$ cat src/sv/pbfsh_pkg.sv
package pbfsh_pkg;

  localparam int SLOT_COUNT_DEFAULT  = 8;
  localparam int KEY_BITS_DEFAULT    = 16;
  localparam int STREAK_BITS_DEFAULT = 8;

  localparam int KEY_FIELD_W    = 16;
  localparam int KIND_W         = 4;
  localparam int CODE_W         = 3;
  localparam int STREAK_FIELD_W = 8;
  localparam int SLOT_FIELD_W   = 3;
  localparam int THR_W          = 8;
  localparam int CFG_INDEX_W    = 2;

  localparam int IN_FIELDS_W  = KEY_FIELD_W + KIND_W;
  localparam int IN_TDATA_W   = ((IN_FIELDS_W + 7) / 8) * 8;
  localparam int OUT_FIELDS_W = 1 + CODE_W + STREAK_FIELD_W + SLOT_FIELD_W;
  localparam int OUT_TDATA_W  = ((OUT_FIELDS_W + 7) / 8) * 8;

  localparam logic [CFG_INDEX_W-1:0] CFG_DEGRADED = 2'd0;
  localparam logic [CFG_INDEX_W-1:0] CFG_CRITICAL = 2'd1;

  localparam logic [THR_W-1:0] DEGRADED_RESET = 8'd3;
  localparam logic [THR_W-1:0] CRITICAL_RESET = 8'd5;

  localparam logic [KIND_W-1:0] EV_NONE          = 4'd0;
  localparam logic [KIND_W-1:0] EV_ENTERED       = 4'd1;
  localparam logic [KIND_W-1:0] EV_OK            = 4'd2;
  localparam logic [KIND_W-1:0] EV_COMPLETED     = 4'd3;
  localparam logic [KIND_W-1:0] EV_TIMEOUT       = 4'd4;
  localparam logic [KIND_W-1:0] EV_OUT_OF_BOUNDS = 4'd5;
  localparam logic [KIND_W-1:0] EV_ARENA         = 4'd6;
  localparam logic [KIND_W-1:0] EV_MEMFAULT      = 4'd7;
  localparam logic [KIND_W-1:0] EV_PANIC         = 4'd8;
  localparam logic [KIND_W-1:0] EV_FAULT         = 4'd9;
  localparam logic [KIND_W-1:0] EV_ERROR         = 4'd10;
  localparam logic [KIND_W-1:0] EV_UNSUPPORTED   = 4'd11;

  localparam logic [CODE_W-1:0] HC_OK       = 3'd0;
  localparam logic [CODE_W-1:0] HC_RUNNING  = 3'd1;
  localparam logic [CODE_W-1:0] HC_TIMEOUT  = 3'd2;
  localparam logic [CODE_W-1:0] HC_FAULT    = 3'd3;
  localparam logic [CODE_W-1:0] HC_DEGRADED = 3'd4;
  localparam logic [CODE_W-1:0] HC_CRITICAL = 3'd5;

endpackage

$ cat src/sv/pbfsh_ram.sv
module pbfsh_ram #(
  parameter int WIDTH = 24,
  parameter int DEPTH = 8
) (
  input  logic                     clk,
  input  logic                     we,
  input  logic [$clog2(DEPTH)-1:0] waddr,
  input  logic [WIDTH-1:0]         wdata,
  input  logic [$clog2(DEPTH)-1:0] raddr,
  output logic [WIDTH-1:0]         rdata
);

  logic [WIDTH-1:0] mem [DEPTH];

  always_ff @(posedge clk) begin
    if (we) begin
      mem[waddr] <= wdata;
    end
    rdata <= mem[raddr];
  end

endmodule

$ cat src/sv/per_block_failure_streak_health.sv
// flow: a request is taken in idle, then slots are scanned from slot 0 and the scan stops at a
// hit; a new key scans all SLOT_COUNT slots and takes the first free one, and a key meeting
// a full table shares slot 0 after a further read of it; the result waits for a free output
// requests are handled one at a time, the next one taken once the result is written
// a finished result waits in the output register while the next request is taken
// reset (synchronous, active high) frees all slots and restores thresholds 3 and 5
module per_block_failure_streak_health #(
  parameter int SLOT_COUNT  = pbfsh_pkg::SLOT_COUNT_DEFAULT,
  parameter int KEY_BITS    = pbfsh_pkg::KEY_BITS_DEFAULT,
  parameter int STREAK_BITS = pbfsh_pkg::STREAK_BITS_DEFAULT
) (
  input  logic                               clk,
  input  logic                               rst,
  input  logic                               s_tvalid,
  output logic                               s_tready,
  // block_key, event_kind
  input  logic [pbfsh_pkg::IN_TDATA_W-1:0]   s_tdata,
  output logic                               m_tvalid,
  input  logic                               m_tready,
  // health_valid, health_code, streak_count, slot_index
  output logic [pbfsh_pkg::OUT_TDATA_W-1:0]  m_tdata,
  input  logic                               cfg_valid,
  output logic                               cfg_ready,
  input  logic [pbfsh_pkg::CFG_INDEX_W-1:0]  cfg_index,
  input  logic [pbfsh_pkg::THR_W-1:0]        cfg_data
);

  localparam int IW = $clog2(SLOT_COUNT);
  localparam int WW = KEY_BITS + STREAK_BITS;
  localparam int CW = (STREAK_BITS > pbfsh_pkg::THR_W) ? STREAK_BITS : pbfsh_pkg::THR_W;
  localparam logic [IW-1:0] LAST_IDX = IW'(SLOT_COUNT - 1);
  localparam logic [STREAK_BITS-1:0] STREAK_MAX = '1;

  typedef enum logic [1:0] {ST_IDLE, ST_SCAN, ST_READ0, ST_UPDATE} state_t;

  state_t state;
  logic [pbfsh_pkg::THR_W-1:0]  degraded_thr;
  logic [pbfsh_pkg::THR_W-1:0]  critical_thr;
  logic [SLOT_COUNT-1:0]        slot_used;
  logic [KEY_BITS-1:0]          key;
  logic [pbfsh_pkg::KIND_W-1:0] kind;
  logic [IW-1:0]                cmp_idx;
  logic                         free_found;
  logic [IW-1:0]                open_idx;
  logic [IW-1:0]                slot;
  logic [STREAK_BITS-1:0]       cur_streak;
  logic [KEY_BITS-1:0]          wkey;

  logic [IW-1:0]                raddr;
  logic [WW-1:0]                rdata;
  logic [KEY_BITS-1:0]          rd_key;
  logic [STREAK_BITS-1:0]       rd_streak;
  logic                         hit;
  logic                         cur_free;
  logic                         last;
  logic                         out_free;
  logic                         ram_we;

  logic                         bump;
  logic                         clear;
  logic                         hv;
  logic [pbfsh_pkg::CODE_W-1:0] code;
  logic [STREAK_BITS-1:0]       streak_next;

  assign s_tready  = (state == ST_IDLE);
  assign cfg_ready = 1'b1;

  assign rd_key    = rdata[KEY_BITS-1:0];
  assign rd_streak = rdata[WW-1:KEY_BITS];
  assign hit       = slot_used[cmp_idx] && (rd_key == key);
  assign cur_free  = !slot_used[cmp_idx];
  assign last      = (cmp_idx == LAST_IDX);
  assign out_free  = !m_tvalid || m_tready;
  assign ram_we    = (state == ST_UPDATE) && out_free;
  assign raddr     = (state == ST_SCAN && !hit && !last) ? cmp_idx + 1'b1 : '0;

  pbfsh_ram #(
    .WIDTH (WW),
    .DEPTH (SLOT_COUNT)
  ) u_slot_ram (
    .clk   (clk),
    .we    (ram_we),
    .waddr (slot),
    .wdata ({streak_next, wkey}),
    .raddr (raddr),
    .rdata (rdata)
  );

  always_comb begin
    bump  = 1'b0;
    clear = 1'b0;
    hv    = 1'b0;
    code  = pbfsh_pkg::HC_OK;
    case (kind)
      pbfsh_pkg::EV_ENTERED: begin
        hv   = 1'b1;
        code = pbfsh_pkg::HC_RUNNING;
      end
      pbfsh_pkg::EV_OK: begin
        clear = 1'b1;
        hv    = 1'b1;
        code  = pbfsh_pkg::HC_OK;
      end
      pbfsh_pkg::EV_TIMEOUT: begin
        bump = 1'b1;
        hv   = 1'b1;
        code = pbfsh_pkg::HC_TIMEOUT;
      end
      pbfsh_pkg::EV_OUT_OF_BOUNDS, pbfsh_pkg::EV_ARENA, pbfsh_pkg::EV_MEMFAULT,
      pbfsh_pkg::EV_PANIC, pbfsh_pkg::EV_FAULT, pbfsh_pkg::EV_ERROR: begin
        bump = 1'b1;
        hv   = 1'b1;
        code = pbfsh_pkg::HC_FAULT;
      end
      pbfsh_pkg::EV_UNSUPPORTED: begin
        bump = 1'b1;
        hv   = 1'b1;
        code = pbfsh_pkg::HC_DEGRADED;
      end
      default: begin
        bump = 1'b0;
      end
    endcase

    if (clear) begin
      streak_next = '0;
    end else if (bump && cur_streak != STREAK_MAX) begin
      streak_next = cur_streak + 1'b1;
    end else begin
      streak_next = cur_streak;
    end

    if (CW'(streak_next) >= CW'(critical_thr)) begin
      hv   = 1'b1;
      code = pbfsh_pkg::HC_CRITICAL;
    end else if (CW'(streak_next) >= CW'(degraded_thr)) begin
      hv   = 1'b1;
      code = pbfsh_pkg::HC_DEGRADED;
    end
  end

  always_ff @(posedge clk) begin
    if (rst) begin
      state        <= ST_IDLE;
      degraded_thr <= pbfsh_pkg::DEGRADED_RESET;
      critical_thr <= pbfsh_pkg::CRITICAL_RESET;
      slot_used    <= '0;
      free_found   <= 1'b0;
      m_tvalid     <= 1'b0;
    end else begin
      if (cfg_valid) begin
        if (cfg_index == pbfsh_pkg::CFG_DEGRADED) begin
          degraded_thr <= cfg_data;
        end else if (cfg_index == pbfsh_pkg::CFG_CRITICAL) begin
          critical_thr <= cfg_data;
        end
      end

      if (m_tvalid && m_tready && !ram_we) begin
        m_tvalid <= 1'b0;
      end

      case (state)
        ST_IDLE: begin
          if (s_tvalid) begin
            key        <= KEY_BITS'(s_tdata[pbfsh_pkg::KEY_FIELD_W-1:0]);
            kind       <= s_tdata[pbfsh_pkg::IN_FIELDS_W-1:pbfsh_pkg::KEY_FIELD_W];
            cmp_idx    <= '0;
            free_found <= 1'b0;
            state      <= ST_SCAN;
          end
        end
        ST_SCAN: begin
          if (hit) begin
            slot       <= cmp_idx;
            cur_streak <= rd_streak;
            wkey       <= key;
            state      <= ST_UPDATE;
          end else begin
            if (cur_free && !free_found) begin
              free_found <= 1'b1;
              open_idx   <= cmp_idx;
            end
            if (last) begin
              if (free_found || cur_free) begin
                slot       <= free_found ? open_idx : cmp_idx;
                cur_streak <= '0;
                wkey       <= key;
                state      <= ST_UPDATE;
              end else begin
                state <= ST_READ0;
              end
            end else begin
              cmp_idx <= cmp_idx + 1'b1;
            end
          end
        end
        ST_READ0: begin
          // table full: share slot 0 and keep its key
          slot       <= '0;
          cur_streak <= rd_streak;
          wkey       <= rd_key;
          state      <= ST_UPDATE;
        end
        ST_UPDATE: begin
          if (out_free) begin
            slot_used[slot] <= 1'b1;
            free_found      <= 1'b0;
            m_tvalid        <= 1'b1;
            m_tdata         <= {{(pbfsh_pkg::OUT_TDATA_W - pbfsh_pkg::OUT_FIELDS_W){1'b0}},
                                pbfsh_pkg::SLOT_FIELD_W'(slot),
                                pbfsh_pkg::STREAK_FIELD_W'(streak_next),
                                code, hv};
            state           <= ST_IDLE;
          end
        end
        default: begin
          state <= ST_IDLE;
        end
      endcase
    end
  end

`ifndef SYNTH
  a_reset_no_output: assert property (@(posedge clk) rst |=> !m_tvalid)
    else $error("result valid right after reset");

  a_write_marks_used: assert property (@(posedge clk) disable iff (rst)
    ram_we |=> slot_used[$past(slot)])
    else $error("written slot not marked used");

  a_free_slot_unused: assert property (@(posedge clk) disable iff (rst)
    (state == ST_SCAN && free_found) |-> !slot_used[open_idx])
    else $error("recorded free slot is in use");

  a_no_accept_on_write: assert property (@(posedge clk) disable iff (rst)
    ram_we |-> !s_tready)
    else $error("request taken during slot write back");
`endif

endmodule
$ cat config.mk
export PLATFORM = sky130hd
export DESIGN_NAME = per_block_failure_streak_health
export DESIGN_NICKNAME = d
export VERILOG_FILES = /design/src/sv/pbfsh_pkg.sv /design/src/sv/pbfsh_ram.sv /design/src/sv/per_block_failure_streak_health.sv
export SDC_FILE = /design/constraint.sdc
export NUM_CORES = 1
export LEC_CHECK = 0
export BUFFER_PORTS_ARGS = -buffer_cell sky130_fd_sc_hd__buf_2
export CORE_ASPECT_RATIO = 0.75
export CORE_MARGIN = 4
export CORE_UTILIZATION = 58
export CTS_BUF_LIST = sky130_fd_sc_hd__clkbuf_8
export DETAILED_ROUTE_END_ITERATION = 10
export PLACE_DENSITY = 0.88
export SETUP_SLACK_MARGIN = 0.05
export SLEW_MARGIN = 20
export SYNTH_ARGS = -nofsm -noshare
export SYNTH_HDL_FRONTEND = slang
export SYNTH_SLANG_ARGS = --single-unit
$ cat constraint.sdc
create_clock -name clk -period 3.7 [get_ports clk]
set_clock_uncertainty 0.2 [all_clocks]
set_input_delay 0.37 -clock clk [delete_from_list [all_inputs] [get_ports clk]]
set_output_delay 0.37 -clock clk [all_outputs]
set_load 0.05 [all_outputs]
==> reports/qor.yml <==
outcome:
  outcome: "finished, violations left"
  violations: "setup timing"
die:
  core_region_area_um2: 22100
  rows: 47
  die_h_um: 138
  start_util: 0.592
  die_w_um: 181
  die_area_um2: 25100
  ios: 58
sta:
  setup_violations: 3
  rsz0062_at_grt: "yes"
  final_hold_viol_count: 0
  drv_slew: 0
  slew_headroom: 0.336
  max_freq_ghz: 0.256
  period_minus_slack_ns: 3.91
  setup_slack_ns: -0.210
  worst_slew_pin_slew_ns: 0.996
  period_share: 1.06
power:
  total_leakage_power_nw: 5.68
  swShare: 0.341
  power_density_nw_per_um2: 705
  seqPwrFrac: 0.440
  power.total_mw: 10.7
  power_frac_clock: 0.257
  internal_power_mw: 7.08
  p_sw_mw: 3.66
  vdd_drop_max_mv: 0.530
  pwr-share-comb: 0.303
place:
  place_area_um2: 13900
  routabilityCongestion: 0.808
  dpl.cell_count: 1304
  dpl.hpwl_um: 17500
  placement.io_buffers: 51
  place_ws_ns: -0.0302
yosys:
  synth-edff-count: 260
  syn_nets: 1032
  ys_warn_count: 0
  synth_seq_cells: 312
  synth.distinct_cells: 60
  synth_area_per_cell_um2: 13.5
  synthFlopType: "edfxtp_1"
  ys_async_sr_fraction: 0
  syn_area_um2: 13100
  synth_sequential_area_ratio: 0.676
  synthCells: 969
setup_path:
  reg2reg_setup_slack_ns: -0.21
  path_buf_inv: 3
  crit_path_end_kind: "flip-flop"
  max_stage_delay_ns: 0.39
  crit_type: "flip-flop to flip-flop"
  cpMaxStageDelayCell: "edfxtp_1"
  cp.required_ns: 3.82
  rr_worst_depth: 15
  cp_top_family: "compound AO/OA/AOI/OAI gates"
  crit_fanout: 3
  r2r-start: "kind[3]"
  worstReg2RegEnd: "m_tdata[3]"
  start_kind: "flip-flop"
  path_cells: "inv_2 > ha_4 > inv_2 > a31oi_4 > nand4_1 > xor2_1 > nor2_2 > ha_1 > a21o_1 > a21o_1 > a221o_1 > a41oi_2 > nand4_1 > buf_4 > a31o_2"
  critPathArrivalTime_ns: 4.03
global_routing:
  antenna_found_initial: 0
  top_usage_layer: "met2"
  grtUsageTotal: 0.253
  grt_pass1_wl_um: 49900
  grt_max_degree: 47
  met3_usage: 0.0533
  grt_use_met2: 0.409
  use_met1: 0.341
  overflow: 0
  first_global_vias: 9082
layout:
  final_area_um2: 15200
  post-route-util: 0.689
  syn_to_final_growth_pct: 16.3
  fin_nets: 1166
  nFillCells: 1337
  regArea_um2: 8850
  finalNonFillerCells: 1435
  drive_above_1_share: 0.211
  n_antenna_cell: 0
  multi_input_area_um2: 4020
routing:
  ant_nets: 0
  vias: 9033
  routed_wl_um: 32900
  first_pass_iters: 5
  first_iter_violations: 1476
  drc_errors: 0
  wire_per_inst_um: 22.9
  via_per_inst: 6.29
clock_network:
  cts_tree: "yes"
  clkSinkCount: 312
  cts_max_level: 2
  cts.root.buffer_cell: "clkbuf_8"
  clk_pin_slew_worst_paths_ns: 0.07
  cts_buffer_depth: 3
  numCtsBuffers: 47
  worstSkewPairLatency_ns: 0.57
min_path:
  hold_end: "slot_used[7]"
  min_path_type: "primary input to flip-flop"
  min_delay_path_depth: 2
  hold_start: "rst"
flow_run:
  cap_violations: 0
==> Yosys cell counts (all sizes together), types with 19 or more instances <==
cell type	instances	area, µm²
buf	19	110
mux2i	59	591
mux2	39	439
nor2	110	415
o21ai	79	395
inv	29	109
ha	24	300
a211oi	22	165
a22oi	22	165
nand2	58	218
dfxtp	52	1040
o211ai	22	165
edfxtp	260	7810
clkbuf	26	97.6
xor2	20	175
nor3	27	135
==> per-layer routing <==
layer / up-vias / part of all wire
li1: 3903 / -
met1: 4349 / 0.37
met2: 662 / 0.48
met3: 119 / 0.12
met4: 0 / 0.034
met5: - / 0
==> how the worst max path moves through the flow <==
stage	startpoint	end	slack, ns	cells past startpoint
global route	kind[3]	m_tdata[3]	-0.20	15
detailed placement	kind[2]	m_tdata[0]	-0.03	13
CTS	cur_streak[6]	m_tdata[0]	0.07	11
global placement	kind[2]	m_tdata[0]	0.16	13
floorplan	kind[2]	m_tdata[0]	0.1	13
finish	kind[3]	m_tdata[3]	-0.21	15
==> final cells by class <==
class	instances	share of cell area
flip-flops and latches	312	0.581
multi-input cells	583	0.264
repair buffers	130	0.0629
clock buffers	56	0.0506
well taps	294	0.0242
clock inverters	31	0.00978
inverters	29	0.00715
==> repair_timing <==
item	CTS	global route
pin swaps	8	4
resized for setup	8	4
setup buffers	13	2
endpoints found under the setup margin	2	3
endpoints found under the hold margin	37	0
hold buffers	29	0
==> cell families (layout without fill, tap and decap cells) <==
logic type | count (synthesis) | after routing | share of synthesized area
AO/OA/AOI/OAI | 194 | 194 | 0.0952
XOR/XNOR | 22 | 22 | 0.0147
adder cells (fa/ha/maj) | 24 | 24 | 0.0229
buffers and inverters | 74 | 246 | 0.0242
flip-flops | 312 | 312 | 0.676
multiplexers | 100 | 100 | 0.0821
other | 2 | 2 | 0.000574
AND/OR/NAND/NOR | 241 | 241 | 0.0842
==> flip-flops by register name (all words and copies together), names as in the netlist, 4 cells and up <==
register / flops
kind: 4
degraded_thr: 8
slot_used: 8
wkey: 16
u_slot_ram.rdata: 24
m_tdata: 15
key: 16
cur_streak: 8
u_slot_ram.mem: 192
critical_thr: 8
==> power groups by stage <==
stage	Clock, mW	Sequential [mW]	Combinational, mW
2_1_floorplan	0	4.71	2.01
4_1_cts	2.76	4.71	3.10
6_report	2.76	4.72	3.25
3_5_place_dp	0	4.78	2.92
5_1_grt	2.96	4.75	3.46
3_3_place_gp	0	4.75	2.80
==> per-stage QoR <==
stage          hold WS [ns]  TNS, ns
2_1_floorplan         0.235        0
3_3_place_gp          0.245        0
3_5_place_dp          0.261  -0.0302
4_1_cts              0.0910        0
5_1_grt               0.140   -0.587
6_report              0.131   -0.547
==> layout by cell type (no fill, tap or decap), types with 10 or more instances in the layout <==
| master | synthesis | routed |
|---|---|---|
| a22oi_1 | 22 | 22 |
| o211ai_1 | 22 | 22 |
| o21ai_0 | 36 | 36 |
| a211oi_1 | 22 | 22 |
| xor2_1 | 20 | 20 |
| mux2i_1 | 59 | 58 |
| nand2_1 | 58 | 58 |
| clkbuf_8 | 0 | 56 |
| a21oi_1 | 18 | 16 |
| buf_2 | 13 | 51 |
| mux2_2 | 39 | 39 |
| dfxtp_1 | 52 | 52 |
| dlygate4sd3_1 | 0 | 29 |
| nor2b_1 | 13 | 13 |
| clkinv_1 | 0 | 10 |
| inv_1 | 28 | 40 |
| nor2_1 | 109 | 101 |
| buf_4 | 4 | 47 |
| edfxtp_1 | 260 | 260 |
| ha_1 | 24 | 22 |
| o21ai_1 | 43 | 42 |
| nor3_1 | 27 | 25 |
No activity file was read; power rests on OpenSTA's default activity.
